**src/rtl/srec_pkg.sv**
```systemverilog
// Shared types, codes and field layout of the S-record line parser.
package srec_pkg;

    // Result kinds, carried on the master-side tuser
    localparam int KIND_W = 2;
    typedef enum logic [KIND_W-1:0] {
        KIND_DATA  = 2'd0,
        KIND_END   = 2'd1,
        KIND_ERROR = 2'd2
    } t_kind;

    // Error codes
    localparam int ERR_W = 2;
    typedef enum logic [ERR_W-1:0] {
        ERR_BAD_START = 2'd0,
        ERR_BAD_TYPE  = 2'd1,
        ERR_SHORT_CNT = 2'd2,
        ERR_TRUNCATED = 2'd3
    } t_err;

    // Field widths
    localparam int CHAR_W = 8;
    localparam int TYPE_W = 4;
    localparam int ADDR_W = 32;
    localparam int BYTE_W = 8;

    // Result tdata layout, lowest bits first
    localparam int TYPE_LSB = 0;
    localparam int ADDR_LSB = TYPE_LSB + TYPE_W;
    localparam int DATA_LSB = ADDR_LSB + ADDR_W;
    localparam int CCHK_LSB = DATA_LSB + BYTE_W;
    localparam int SCHK_LSB = CCHK_LSB + BYTE_W;
    localparam int ECODE_LSB = SCHK_LSB + BYTE_W;
    localparam int RES_BITS = ECODE_LSB + ERR_W;
    localparam int RES_W = ((RES_BITS + 7) / 8) * 8;

    // Characters
    localparam logic [CHAR_W-1:0] CH_S  = 8'h53;
    localparam logic [CHAR_W-1:0] CH_LF = 8'h0A;

endpackage

```
**src/rtl/srecord_line_parser.sv**
```systemverilog
// S-record line parser: character stream in, data bytes and record summaries out.
//
// The block takes S-record text one character per transaction on the slave
// stream and decodes it in a single registered pass: the parse state and the
// result register are the only storage, so one character is taken every
// clock cycle (its result shows in the next cycle) as long as the master
// side keeps taking results. The result register is refilled in the same
// cycle it is emptied, so a character is accepted whenever the result slot
// is empty or being taken. Each data byte comes out with kind DATA and its
// byte address (record address plus offset, wrapping at 32 bits). After the
// checksum pair a kind END result carries the record address, the ones
// complement of the byte sum over count, address and data, and the stored
// checksum; characters are then dropped up to and including a line feed.
// A bad start character, a bad type digit, a count too short to hold the
// address and checksum, or a line feed inside a record gives one kind ERROR
// result, after which every character is accepted and dropped until reset.
// Non-hex digits decode as zero.
module srecord_line_parser
    import srec_pkg::*;
(
    input  logic              i_clk,
    input  logic              i_rst_n,
    // slave stream: tdata = character[7:0]
    input  logic              s_axis_tvalid,
    output logic              s_axis_tready,
    input  logic [CHAR_W-1:0] s_axis_tdata,
    // master stream: tdata = record_type[3:0], address[35:4], data_byte[43:36],
    // computed_checksum[51:44], stored_checksum[59:52], error_code[61:60], zeros
    output logic              m_axis_tvalid,
    input  logic              m_axis_tready,
    output logic [RES_W-1:0]  m_axis_tdata,
    // tuser = kind[1:0]
    output logic [KIND_W-1:0] m_axis_tuser
);

    typedef enum logic [3:0] {
        PH_START = 4'd0,
        PH_TYPE  = 4'd1,
        PH_CNT_H = 4'd2,
        PH_CNT_L = 4'd3,
        PH_ADR_H = 4'd4,
        PH_ADR_L = 4'd5,
        PH_DAT_H = 4'd6,
        PH_DAT_L = 4'd7,
        PH_CHK_H = 4'd8,
        PH_CHK_L = 4'd9,
        PH_SKIP  = 4'd10
    } t_phase;

    // Hex digit decode; anything else reads as zero
    function automatic logic [3:0] hex_nibble(input logic [CHAR_W-1:0] c);
        logic [3:0] v;
        v = 4'd0;
        if (c >= 8'h30 && c <= 8'h39) begin
            v = c[3:0];
        end else if ((c >= 8'h41 && c <= 8'h46) || (c >= 8'h61 && c <= 8'h66)) begin
            v = c[3:0] + 4'd9;
        end
        return v;
    endfunction

    // Parse state
    t_phase             r_phase, n_phase;
    logic [3:0]         r_nib_hold, n_nib_hold;
    logic [TYPE_W-1:0]  r_type, n_type;
    logic [7:0]         r_bytes_left, n_bytes_left;
    logic [2:0]         r_adr_left, n_adr_left;
    logic [ADDR_W-1:0]  r_adr_acc, n_adr_acc;
    logic [7:0]         r_sum, n_sum;
    logic [7:0]         r_offset, n_offset;
    logic               r_halted, n_halted;

    // Result register
    logic               r_out_valid;
    t_kind              r_kind, n_kind;
    logic [TYPE_W-1:0]  r_rtype, n_rtype;
    logic [ADDR_W-1:0]  r_addr, n_addr;
    logic [BYTE_W-1:0]  r_data, n_data;
    logic [BYTE_W-1:0]  r_cchk, n_cchk;
    logic [BYTE_W-1:0]  r_schk, n_schk;
    t_err               r_ecode, n_ecode;
    logic               n_load;

    logic               in_accept;
    logic [3:0]         nib;
    logic [7:0]         cur_byte;
    logic [2:0]         alen;

    // Take a character whenever the result slot is free or draining
    assign s_axis_tready = !r_out_valid || m_axis_tready;
    assign in_accept     = s_axis_tvalid && s_axis_tready;

    assign nib      = hex_nibble(s_axis_tdata);
    assign cur_byte = {r_nib_hold, nib};

    // Address length follows the record type
    always_comb begin
        priority if (r_type == 4'd2) begin
            alen = 3'd3;
        end else if (r_type == 4'd3 || r_type == 4'd7) begin
            alen = 3'd4;
        end else begin
            alen = 3'd2;
        end
    end

    always_comb begin
        n_phase      = r_phase;
        n_nib_hold   = r_nib_hold;
        n_type       = r_type;
        n_bytes_left = r_bytes_left;
        n_adr_left   = r_adr_left;
        n_adr_acc    = r_adr_acc;
        n_sum        = r_sum;
        n_offset     = r_offset;
        n_halted     = r_halted;

        n_load  = 1'b0;
        n_kind  = KIND_ERROR;
        n_rtype = r_type;
        n_addr  = '0;
        n_data  = '0;
        n_cchk  = '0;
        n_schk  = '0;
        n_ecode = ERR_BAD_START;

        if (in_accept && !r_halted) begin
            if (r_phase == PH_SKIP) begin
                // Drop the rest of the line
                if (s_axis_tdata == CH_LF) begin
                    n_phase = PH_START;
                end
            end else if (r_phase == PH_START) begin
                n_type = '0;
                if (s_axis_tdata != CH_S) begin
                    n_load   = 1'b1;
                    n_rtype  = '0;
                    n_ecode  = ERR_BAD_START;
                    n_halted = 1'b1;
                end else begin
                    n_phase = PH_TYPE;
                end
            end else if (s_axis_tdata == CH_LF) begin
                // Line ended inside a record
                n_load   = 1'b1;
                n_ecode  = ERR_TRUNCATED;
                n_halted = 1'b1;
            end else begin
                unique case (r_phase)
                    PH_TYPE: begin
                        n_type  = nib;
                        n_rtype = nib;
                        if (nib == 4'd0 || nib == 4'd1 || nib == 4'd2 ||
                            nib == 4'd3 || nib == 4'd5 || nib == 4'd7) begin
                            n_phase = PH_CNT_H;
                        end else begin
                            n_load   = 1'b1;
                            n_ecode  = ERR_BAD_TYPE;
                            n_halted = 1'b1;
                        end
                    end
                    PH_CNT_L: begin
                        if (cur_byte < {5'd0, alen} + 8'd1) begin
                            n_load   = 1'b1;
                            n_ecode  = ERR_SHORT_CNT;
                            n_halted = 1'b1;
                        end else begin
                            n_bytes_left = cur_byte - {5'd0, alen};
                            n_adr_left   = alen;
                            n_adr_acc    = '0;
                            n_sum        = cur_byte;
                            n_offset     = '0;
                            n_phase      = PH_ADR_H;
                        end
                    end
                    PH_ADR_L: begin
                        n_adr_acc  = {r_adr_acc[ADDR_W-9:0], cur_byte};
                        n_sum      = r_sum + cur_byte;
                        n_adr_left = r_adr_left - 3'd1;
                        if (n_adr_left != 3'd0) begin
                            n_phase = PH_ADR_H;
                        end else if (r_bytes_left <= 8'd1) begin
                            n_phase = PH_CHK_H;
                        end else begin
                            n_phase = PH_DAT_H;
                        end
                    end
                    PH_DAT_L: begin
                        n_sum        = r_sum + cur_byte;
                        n_bytes_left = r_bytes_left - 8'd1;
                        n_offset     = r_offset + 8'd1;
                        n_phase      = (n_bytes_left <= 8'd1) ? PH_CHK_H : PH_DAT_H;
                        n_load       = 1'b1;
                        n_kind       = KIND_DATA;
                        n_addr       = r_adr_acc + {{(ADDR_W-8){1'b0}}, r_offset};
                        n_data       = cur_byte;
                    end
                    PH_CHK_L: begin
                        n_phase = PH_SKIP;
                        n_load  = 1'b1;
                        n_kind  = KIND_END;
                        n_addr  = r_adr_acc;
                        n_cchk  = ~r_sum;
                        n_schk  = cur_byte;
                    end
                    PH_CNT_H, PH_ADR_H, PH_DAT_H, PH_CHK_H: begin
                        // Hold the high nibble, advance to the low one
                        n_nib_hold = nib;
                        n_phase    = t_phase'(r_phase + 4'd1);
                    end
                    default: begin
                        n_phase = PH_START;
                    end
                endcase
            end
        end
    end

    // Parse state
    always_ff @(posedge i_clk) begin
        if (!i_rst_n) begin
            r_phase      <= PH_START;
            r_nib_hold   <= '0;
            r_type       <= '0;
            r_bytes_left <= '0;
            r_adr_left   <= '0;
            r_adr_acc    <= '0;
            r_sum        <= '0;
            r_offset     <= '0;
            r_halted     <= 1'b0;
        end else begin
            r_phase      <= n_phase;
            r_nib_hold   <= n_nib_hold;
            r_type       <= n_type;
            r_bytes_left <= n_bytes_left;
            r_adr_left   <= n_adr_left;
            r_adr_acc    <= n_adr_acc;
            r_sum        <= n_sum;
            r_offset     <= n_offset;
            r_halted     <= n_halted;
        end
    end

    // Result valid: set on load, clear once taken
    always_ff @(posedge i_clk) begin
        if (!i_rst_n) begin
            r_out_valid <= 1'b0;
        end else if (n_load) begin
            r_out_valid <= 1'b1;
        end else if (m_axis_tready) begin
            r_out_valid <= 1'b0;
        end
    end

    // Result payload; a load only happens when the slot is free or being taken
    always_ff @(posedge i_clk) begin
        if (n_load) begin
            r_kind  <= n_kind;
            r_rtype <= n_rtype;
            r_addr  <= n_addr;
            r_data  <= n_data;
            r_cchk  <= n_cchk;
            r_schk  <= n_schk;
            r_ecode <= n_ecode;
        end
    end

    assign m_axis_tvalid = r_out_valid;
    assign m_axis_tuser  = r_kind;
    assign m_axis_tdata  = {{(RES_W-RES_BITS){1'b0}}, r_ecode, r_schk, r_cchk,
                            r_data, r_addr, r_rtype};

endmodule

```
**config.mk**
```make
export PLATFORM = sky130hd
export DESIGN_NAME = srecord_line_parser
export DESIGN_NICKNAME = d
export VERILOG_FILES = /design/src/rtl/srec_pkg.sv /design/src/rtl/srecord_line_parser.sv
export SDC_FILE = /design/constraint.sdc
export NUM_CORES = 1
export LEC_CHECK = 0
export ABC_AREA = 1
export BUFFER_PORTS_ARGS = -buffer_cell sky130_fd_sc_hd__clkbuf_2
export CORE_MARGIN = 2
export CORE_UTILIZATION = 33
export CTS_CLUSTER_SIZE = 8
export DETAILED_ROUTE_END_ITERATION = 8
export GPL_ROUTABILITY_DRIVEN = 0
export PLACE_DENSITY_LB_ADDON = 0.2
export SLEW_MARGIN = 20
export SYNTH_ARGS = -nofsm -noshare
export SYNTH_HDL_FRONTEND = slang
export SYNTH_SLANG_ARGS = --single-unit
```
**constraint.sdc**
```tcl
create_clock -name i_clk -period 4.4 [get_ports i_clk]
set_input_delay 0.22 -clock i_clk [delete_from_list [all_inputs] [get_ports i_clk]]
set_output_delay 0.22 -clock i_clk [all_outputs]
set_load 0.01 [all_outputs]
```
# After elaboration in Yosys (flattened, before gate mapping)
# Cells that the tools add are included.
# Widths: inputs -> output; s select.
totals:
  latch_bits: 0
  reg_bits: 137
  in_bits: 12
  out_inout_bits: 68
  elab_cells: 162
  romBits: 0
  n_memories: 0
  mem_bits_rw: 0
op_classes:
  multipliers: 0
  bitwise: 7
  n_eq_ne: 29
  magnitude_cmp: 9
  div_mod_pow: 0
  n_mux: 54
  n_reduce_logical: 37
  shift: 0
  addsub: 9
op_table:
  columns: ["op", "count"]
  rows:
  - ["$pmux 32 s2", 2]
  - ["$mux 4", 19]
  - ["$pmux 8 s2", 3]
  - ["$add 32x8->32", 1]
  - ["$mux 32", 1]
  - ["$reduce_and 6->1", 5]
  - ["$eq 4x3->1 const B", 7]
  - ["$eq 4x2->1 const B", 6]
  - ["$mux 8", 3]
  - ["$pmux 4 s6", 1]
  - ["$ge 8x7->1 const B", 2]
  - ["$le 8x1->1 const B", 2]
  - ["$le 8x7->1 const B", 2]
  - ["$ne 4x4->1 const B", 4]
  - ["$mux 1", 15]
  - ["$eq 4x4->1 const B", 3]
  - ["$reduce_or 5->1", 2]
  - ["$mux 3", 3]
  - ["$add 8x1->8 const B", 1]
  - ["$add 8x8->8", 1]
  - ["$eq 4x1->1 const B", 2]
  - ["$eq 8x4->1 const B", 1]
  - ["$ge 8x6->1 const B", 1]
  - ["$le 8x6->1 const B", 1]
  - ["other kinds (31)", 57]

# Depth between registers and ports, before layout
depth:
  ltp_word: 18
  ltp_mapped: 22
  depth_no_buf: 22

# Least setup slack after synthesis
# No wires, ideal clock.
synth_timing:
  path_type: "input to register"
  from: "in s_axis_tdata[0]"
  to: "reg r_kind[0] (netlist: m_axis_tuser[0]) (enable)"
  stages: 21
  arrival_ns: 3.589
  slack_ns: 0.393
  cell_sequence: "inv_1 -> ha_1 -> nand2_1 -> nand3_1 -> nand2_1 -> o21ai_0 -> nand2_1 -> inv_1 -> ha_1 -> inv_1 -> nor2_1 -> o21a_1 -> nor2_2 -> nand3_4 -> nand2_1 -> nor2_1 -> nand2_1 -> nand2_1 -> nand2_1 -> nand2_1 -> inv_1"
synth_via:
  elab_chain_cells: 17
  elab_cells_between_ends: 35
  cone_classes: "add/sub: 1; order compare: 7; eq/ne: 7; mux: 10; reduce/logical: 10"
synth_lines:
  columns: ["item", "line", "text"]
  rows:
  - ["start, declared", "srecord_line_parser.sv:26", "input logic [CHAR_W-1:0] s_axis_tdata,"]
  - ["$ge 8x7->1 / $le 8x7->1 (equally long branches)", "srecord_line_parser.sv:56", "end else if ((c >= 8'h41 && c <= 8'h46) || (c >= 8'h61 && c <= 8'h66)) begin"]
  - ["$logic_and 1x1->1", "srecord_line_parser.sv:56", null]
  - ["$logic_or 1x1->1", "srecord_line_parser.sv:56", null]
  - ["$mux 4", "srecord_line_parser.sv:56", null]
  - ["$mux 4 *", "srecord_line_parser.sv:54", "if (c >= 8'h30 && c <= 8'h39) begin"]
  - ["net nib[1]", "srecord_line_parser.sv:85", "logic [3:0] nib;"]
  - ["branches (longest 7 deep; another with $lt 8x4->1)", null, null]
  - ["$pmux 1 s3 *", "srecord_line_parser.sv:149", "unique case (r_phase)"]
  - ["$mux 1 *", "srecord_line_parser.sv:143", "end else if (s_axis_tdata == CH_LF) begin"]
  - ["$mux 1 *", "srecord_line_parser.sv:133", "end else if (r_phase == PH_START) begin"]
  - ["$mux 1 *", "srecord_line_parser.sv:128", "if (r_phase == PH_SKIP) begin"]
  - ["$mux 1 *", "srecord_line_parser.sv:127", "if (in_accept && !r_halted) begin"]
  - ["net n_load", "srecord_line_parser.sv:82", "logic n_load;"]
  - ["end signal, assigned", "srecord_line_parser.sv:258", "r_kind <= n_kind;"]
  - ["end, declared", "srecord_line_parser.sv:75", "t_kind r_kind, n_kind;"]
# Mark *: on every way through the listed nets, which the timed path passes.
# A chain may end at the register's enable or synchronous reset.

# Worst setup path after layout
layout_timing:
  from: "in s_axis_tdata[0]"
  to: "reg r_addr[6] (enable)"
layout_via:
  elab_chain_cells: 17
  elab_cells_between_ends: 35
  cone_classes: "add/sub: 1; order compare: 7; eq/ne: 7; mux: 10; reduce/logical: 10"
layout_lines:
  columns: ["item", "line", "text"]
  rows:
  - ["$ge 8x7->1 / $le 8x7->1 (equally long branches)", "srecord_line_parser.sv:56", null]
  - ["$logic_and 1x1->1", "srecord_line_parser.sv:56", null]
  - ["$logic_or 1x1->1", "srecord_line_parser.sv:56", null]
  - ["$mux 4", "srecord_line_parser.sv:56", null]
  - ["$mux 4 *", "srecord_line_parser.sv:54", null]
  - ["net nib[1]", "srecord_line_parser.sv:85", null]
  - ["branches (longest 7 deep; another with $lt 8x4->1)", null, null]
  - ["$pmux 1 s3 *", "srecord_line_parser.sv:149", null]
  - ["$mux 1 *", "srecord_line_parser.sv:143", null]
  - ["$mux 1 *", "srecord_line_parser.sv:133", null]
  - ["$mux 1 *", "srecord_line_parser.sv:128", null]
  - ["$mux 1 *", "srecord_line_parser.sv:127", null]
  - ["net n_load", "srecord_line_parser.sv:82", null]
  - ["end signal, assigned", "srecord_line_parser.sv:260", "r_addr <= n_addr;"]
  - ["end, declared", "srecord_line_parser.sv:77", "logic [ADDR_W-1:0] r_addr, n_addr;"]
# Marked as above.

==> results by group <==
Worst setup path
  – Kind of end point of the critical path: register
  – Worst Setup Path Type: in2reg
  – Critical Path, Cell by Cell: clkbuf_2, inv_1, ha_1, nand2_1, nand3_1, nand2_1, o21ai_0, nand2_1, inv_1, ha_1, inv_1, nor2_1, o21a_1, nor2_2, nand3_4, nand2_1, nor2_1, nand2_1, nand2_1, nand2_1, nand2_1, inv_2, buf_12
  – End of the worst register-to-register path: r_addr[6]
  – Kind of cell adding the most delay to the critical path: simple AND/OR/NAND/NOR gates
  – Max incr delay on CP: 0.29 ns
  – Critical-path cell with the highest stage delay: inv_2
  – Type of element launching the critical path: primary input
  – Worst reg2reg setup slack: around 1.2 ns
  – Dominant cell type by count on the critical path: nand2_1
  – Startpoint of the worst-slack reg-to-reg timing path: r_type[1]
  – Path depth of the worst reg2reg path: 20
  – CP Data Arrival Time: 3.50 ns
  – Buf/Inv on CP: 6
  – CP required: approximately 4.5 ns
  – Max FO, Critical Path: 44

Yosys
  – Share of flip-flops with an asynchronous set or reset after synthesis: 0
  – Synthesized flop and latch total: between 100 and 150
  – Commonest cells in the synthesized netlist: 258 x nand2_1, 113 x inv_1, 101 x a21oi_1
  – Cells taking the most area after synthesis: edfxtp_1 24%, dfxtp_1 18%, nand2_1 12%
  – Post-synthesis cell count: 1026
  – Distinct cells, synth: between 50 and 60
  – Synth Flop Type: dfxtp_1
  – Top-count cell post-synth: nand2_1
  – Area share of the largest cell type after synthesis: 0.243
  – Number of enable flip-flop cells after synthesis: 64
  – Synthesized area per cell: between 7 and 8 µm²
  – Synth Warn #: 0
  – Netlist Area Pre-Place: just under 8000 µm²
  – Post-synthesis sequential area ratio: 0.427
  – Cell taking the most area after synthesis: edfxtp_1

CTS
  – Count of hold buffers inserted by post-cts repair: 0
  – Clock transition at the registers of the reported paths: roughly 0.060 ns
  – Number of buffers added for setup after CTS: 0
  – CTS resizes: 0
  – Number of buffers between clock root and the deepest sink: 2
  – H-tree depth: 4
  – Clock insertion delay at the later pin of the skew report: ~0.42 ns
  – Clock tree from TritonCTS: done
  – CTS sink count: roughly 140
  – Clock buffers created by TritonCTS: 17
  – Cell at the root of the clock tree: clkbuf_16

Routing
  – Total vias in the final route: around 7000
  – Total Routed Length: a little over 20000 µm
  – DRT iter0 DRCs: between 400 and 500
  – Iteration count of the initial detailed-routing pass: 4
  – Number of nets with antenna violations after detailed routing: 0
  – Post-detailed-route DRC marker count: 0
  – Wirelength per Cell: 14.3 µm
  – Detailed-route vias per instance: 4.82

Finish
  – Synth-to-Final Area Change: 16.1%
  – Share of the core filled with cells: 0.390
  – Final cell count without fillers: approximately 1400
  – Antenna diode count: 0
  – Number of nets at the end of the flow: ~1100
  – Ratio of cells with drive above 1 in the final layout: 0.141

Timing
  – Largest clock skew in the final design: around 0.0093 ns
  – Unrepaired setup endpoints after global routing: no
  – Transition at the pin with the smallest max-transition slack: 0.955 ns
  – Setup TNS: 0 ns
  – Fmax: a little under 0.3 GHz
  – Setup slack after layout: around 1 ns
  – Final slew viol count: 0
  – Hold_ws: 0.173 ns
  – Setup violators final: 0
  – Final min period: approximately 3.4 ns
  – Period utilization: 0.773
  – Slew Limit Headroom: 0.361
  – Final hold violation count: 0

Pwr
  – Largest voltage drop on the vdd net: roughly 0.27 mV
  – Lkg Pwr: 0.00371 µW
  – Total power per unit cell area: about 450 nW/µm²

Place
  – Place WS: roughly 0.56 ns
  – Half-perimeter wire length of the detailed placement result: about 15000 µm
  – # port buffers: a little under 80
  – Placed Cells incl. Taps: ~1400

Die
  – Die footprint: 25300 µm²
  – Area of the core region: approximately 24000 µm²
  – Initial standard-cell utilization of the core: 0.336
  – Floorplan die width: 159 µm
  – Top-level I/O count: 80
  – Floorplan die height: ~160 µm
  – Number of rows in the core area: 56

Global route
  – Layer with the highest usage after global routing: met2
  – GR Overflow Total: 0
  – Pin count of the biggest net entering global routing: 45
  – Tot GR Track Use: 0.164
  – First-pass GRT wire length: around 34000 µm
  – Vias in the first global route: around 6500
  – Number of antenna violations at the first check in global routing: 0
  – Met1 track demand over resource in global routing: 0.225
  – GR Layer Usage met2: 0.268
  – Met3 capacity usage during global routing: 0.0319

Hold path
  – Hold crit path type: in2reg
  – Endpoint of the worst hold-timing path: m_axis_tvalid
  – Worst hold path depth: 4
  – Startpoint of the lowest-slack hold path: m_axis_tready

Outcome
  – Result of the run: finished, final reports clean

Flow run
  – Number of violations of the max-capacitance limit: 0
## area by class of cell
cell class	count	area, µm²
clock inverter	12	175
timing repair buffer	83	443
fill	2466	14400
sequential	137	3380
inverter	121	462
tap	319	399
multi-input combinational	737	3890
clock buffer	19	443
## kinds of logic after synthesis
group                    after synthesis  share of synthesized area
AO/OA/AOI/OAI                        205                      0.142
AND/OR/NAND/NOR                      477                      0.267
other                                  1                   0.000473
buffers and inverters                153                     0.0836
adder cells (fa/ha/maj)               39                     0.0645
flip-flops                           137                      0.427
XOR/XNOR                              14                     0.0155
## per-layer routing
metal	routed length (µm)	vias to the layer above	share of wire
li1	-	3554	-
met4	202	0	0.0099
met2	9360	139	0.46
met1	10100	3173	0.49
met5	0	-	0
met3	760	12	0.037
## placed cells by master, fill, tap and decap left out, types with 3 or more instances in the layout
cell type and instances:
bufinv_16 4, o22ai_1 8, inv_2 7, edfxtp_1 64
a21oi_1 101, xnor2_1 7, a31oi_1 5, a32o_1 4
clkinv_2 3, nor3_1 18, clkinvlp_4 3, nand2_2 6
nor2_1 97, nand2_1 258, fa_1 3, or2_2 5
nand3_1 53, o21ai_1 4, dfxtp_1 73, xor2_1 7
clkbuf_2 77, buf_4 5, o21ai_0 69, clkbuf_16 17
nor2_2 5, inv_1 112, nand4_1 19, ha_1 36
## worst reg2reg max path, delay by kind of cell, from the launching register on
kind	cells	cell delay [ns]
and+or+nand+nor	12	1.28
buffers and inverters	6	0.83
DFF	1	0.33
adders and majority gates	1	0.22
AOI/OAI and AO/OA	1	0.17
## through the flow
step           cell area (µm²)  total power, µW
2_1_floorplan             7920             2280
3_3_place_gp              8570             2630
3_5_place_dp              8570             2630
4_1_cts                   9190             4150
5_1_grt                   9190             4320
6_report                  9190             4100
## where the power goes
group	total, µW	switching [µW]	internal [µW]
combinational	901	619	281
sequential	1690	84.4	1600
clock	1510	553	959
total	4100	1260	2840
## state kept, by name, summed over array words and instances (netlist names), 2 cells and up
signal	flops
m_axis_tuser	2
r_type	4
r_bytes_left	8
r_adr_acc	32
r_sum	8
r_cchk	8
r_rtype	4
r_phase	4
r_ecode	2
r_adr_left	3
r_schk	8
r_offset	8
r_nib_hold	4
r_data	8
r_addr	32
## worst max path at each step
stage               startpoint  slack, ns         endpoint  cells past startpoint
6_report       s_axis_tdata[0]        1.0        r_addr[6]                     23
5_1_grt        s_axis_tdata[0]       0.64       r_addr[14]                     23
4_1_cts        s_axis_tdata[0]       1.00       r_addr[14]                     23
3_5_place_dp   s_axis_tdata[0]       0.56        r_addr[5]                     23
3_3_place_gp   s_axis_tdata[0]       0.68        r_addr[3]                     23
2_1_floorplan  s_axis_tdata[0]       0.39  m_axis_tuser[0]                     21
Note: power is estimated with default switching activity, not from simulation.
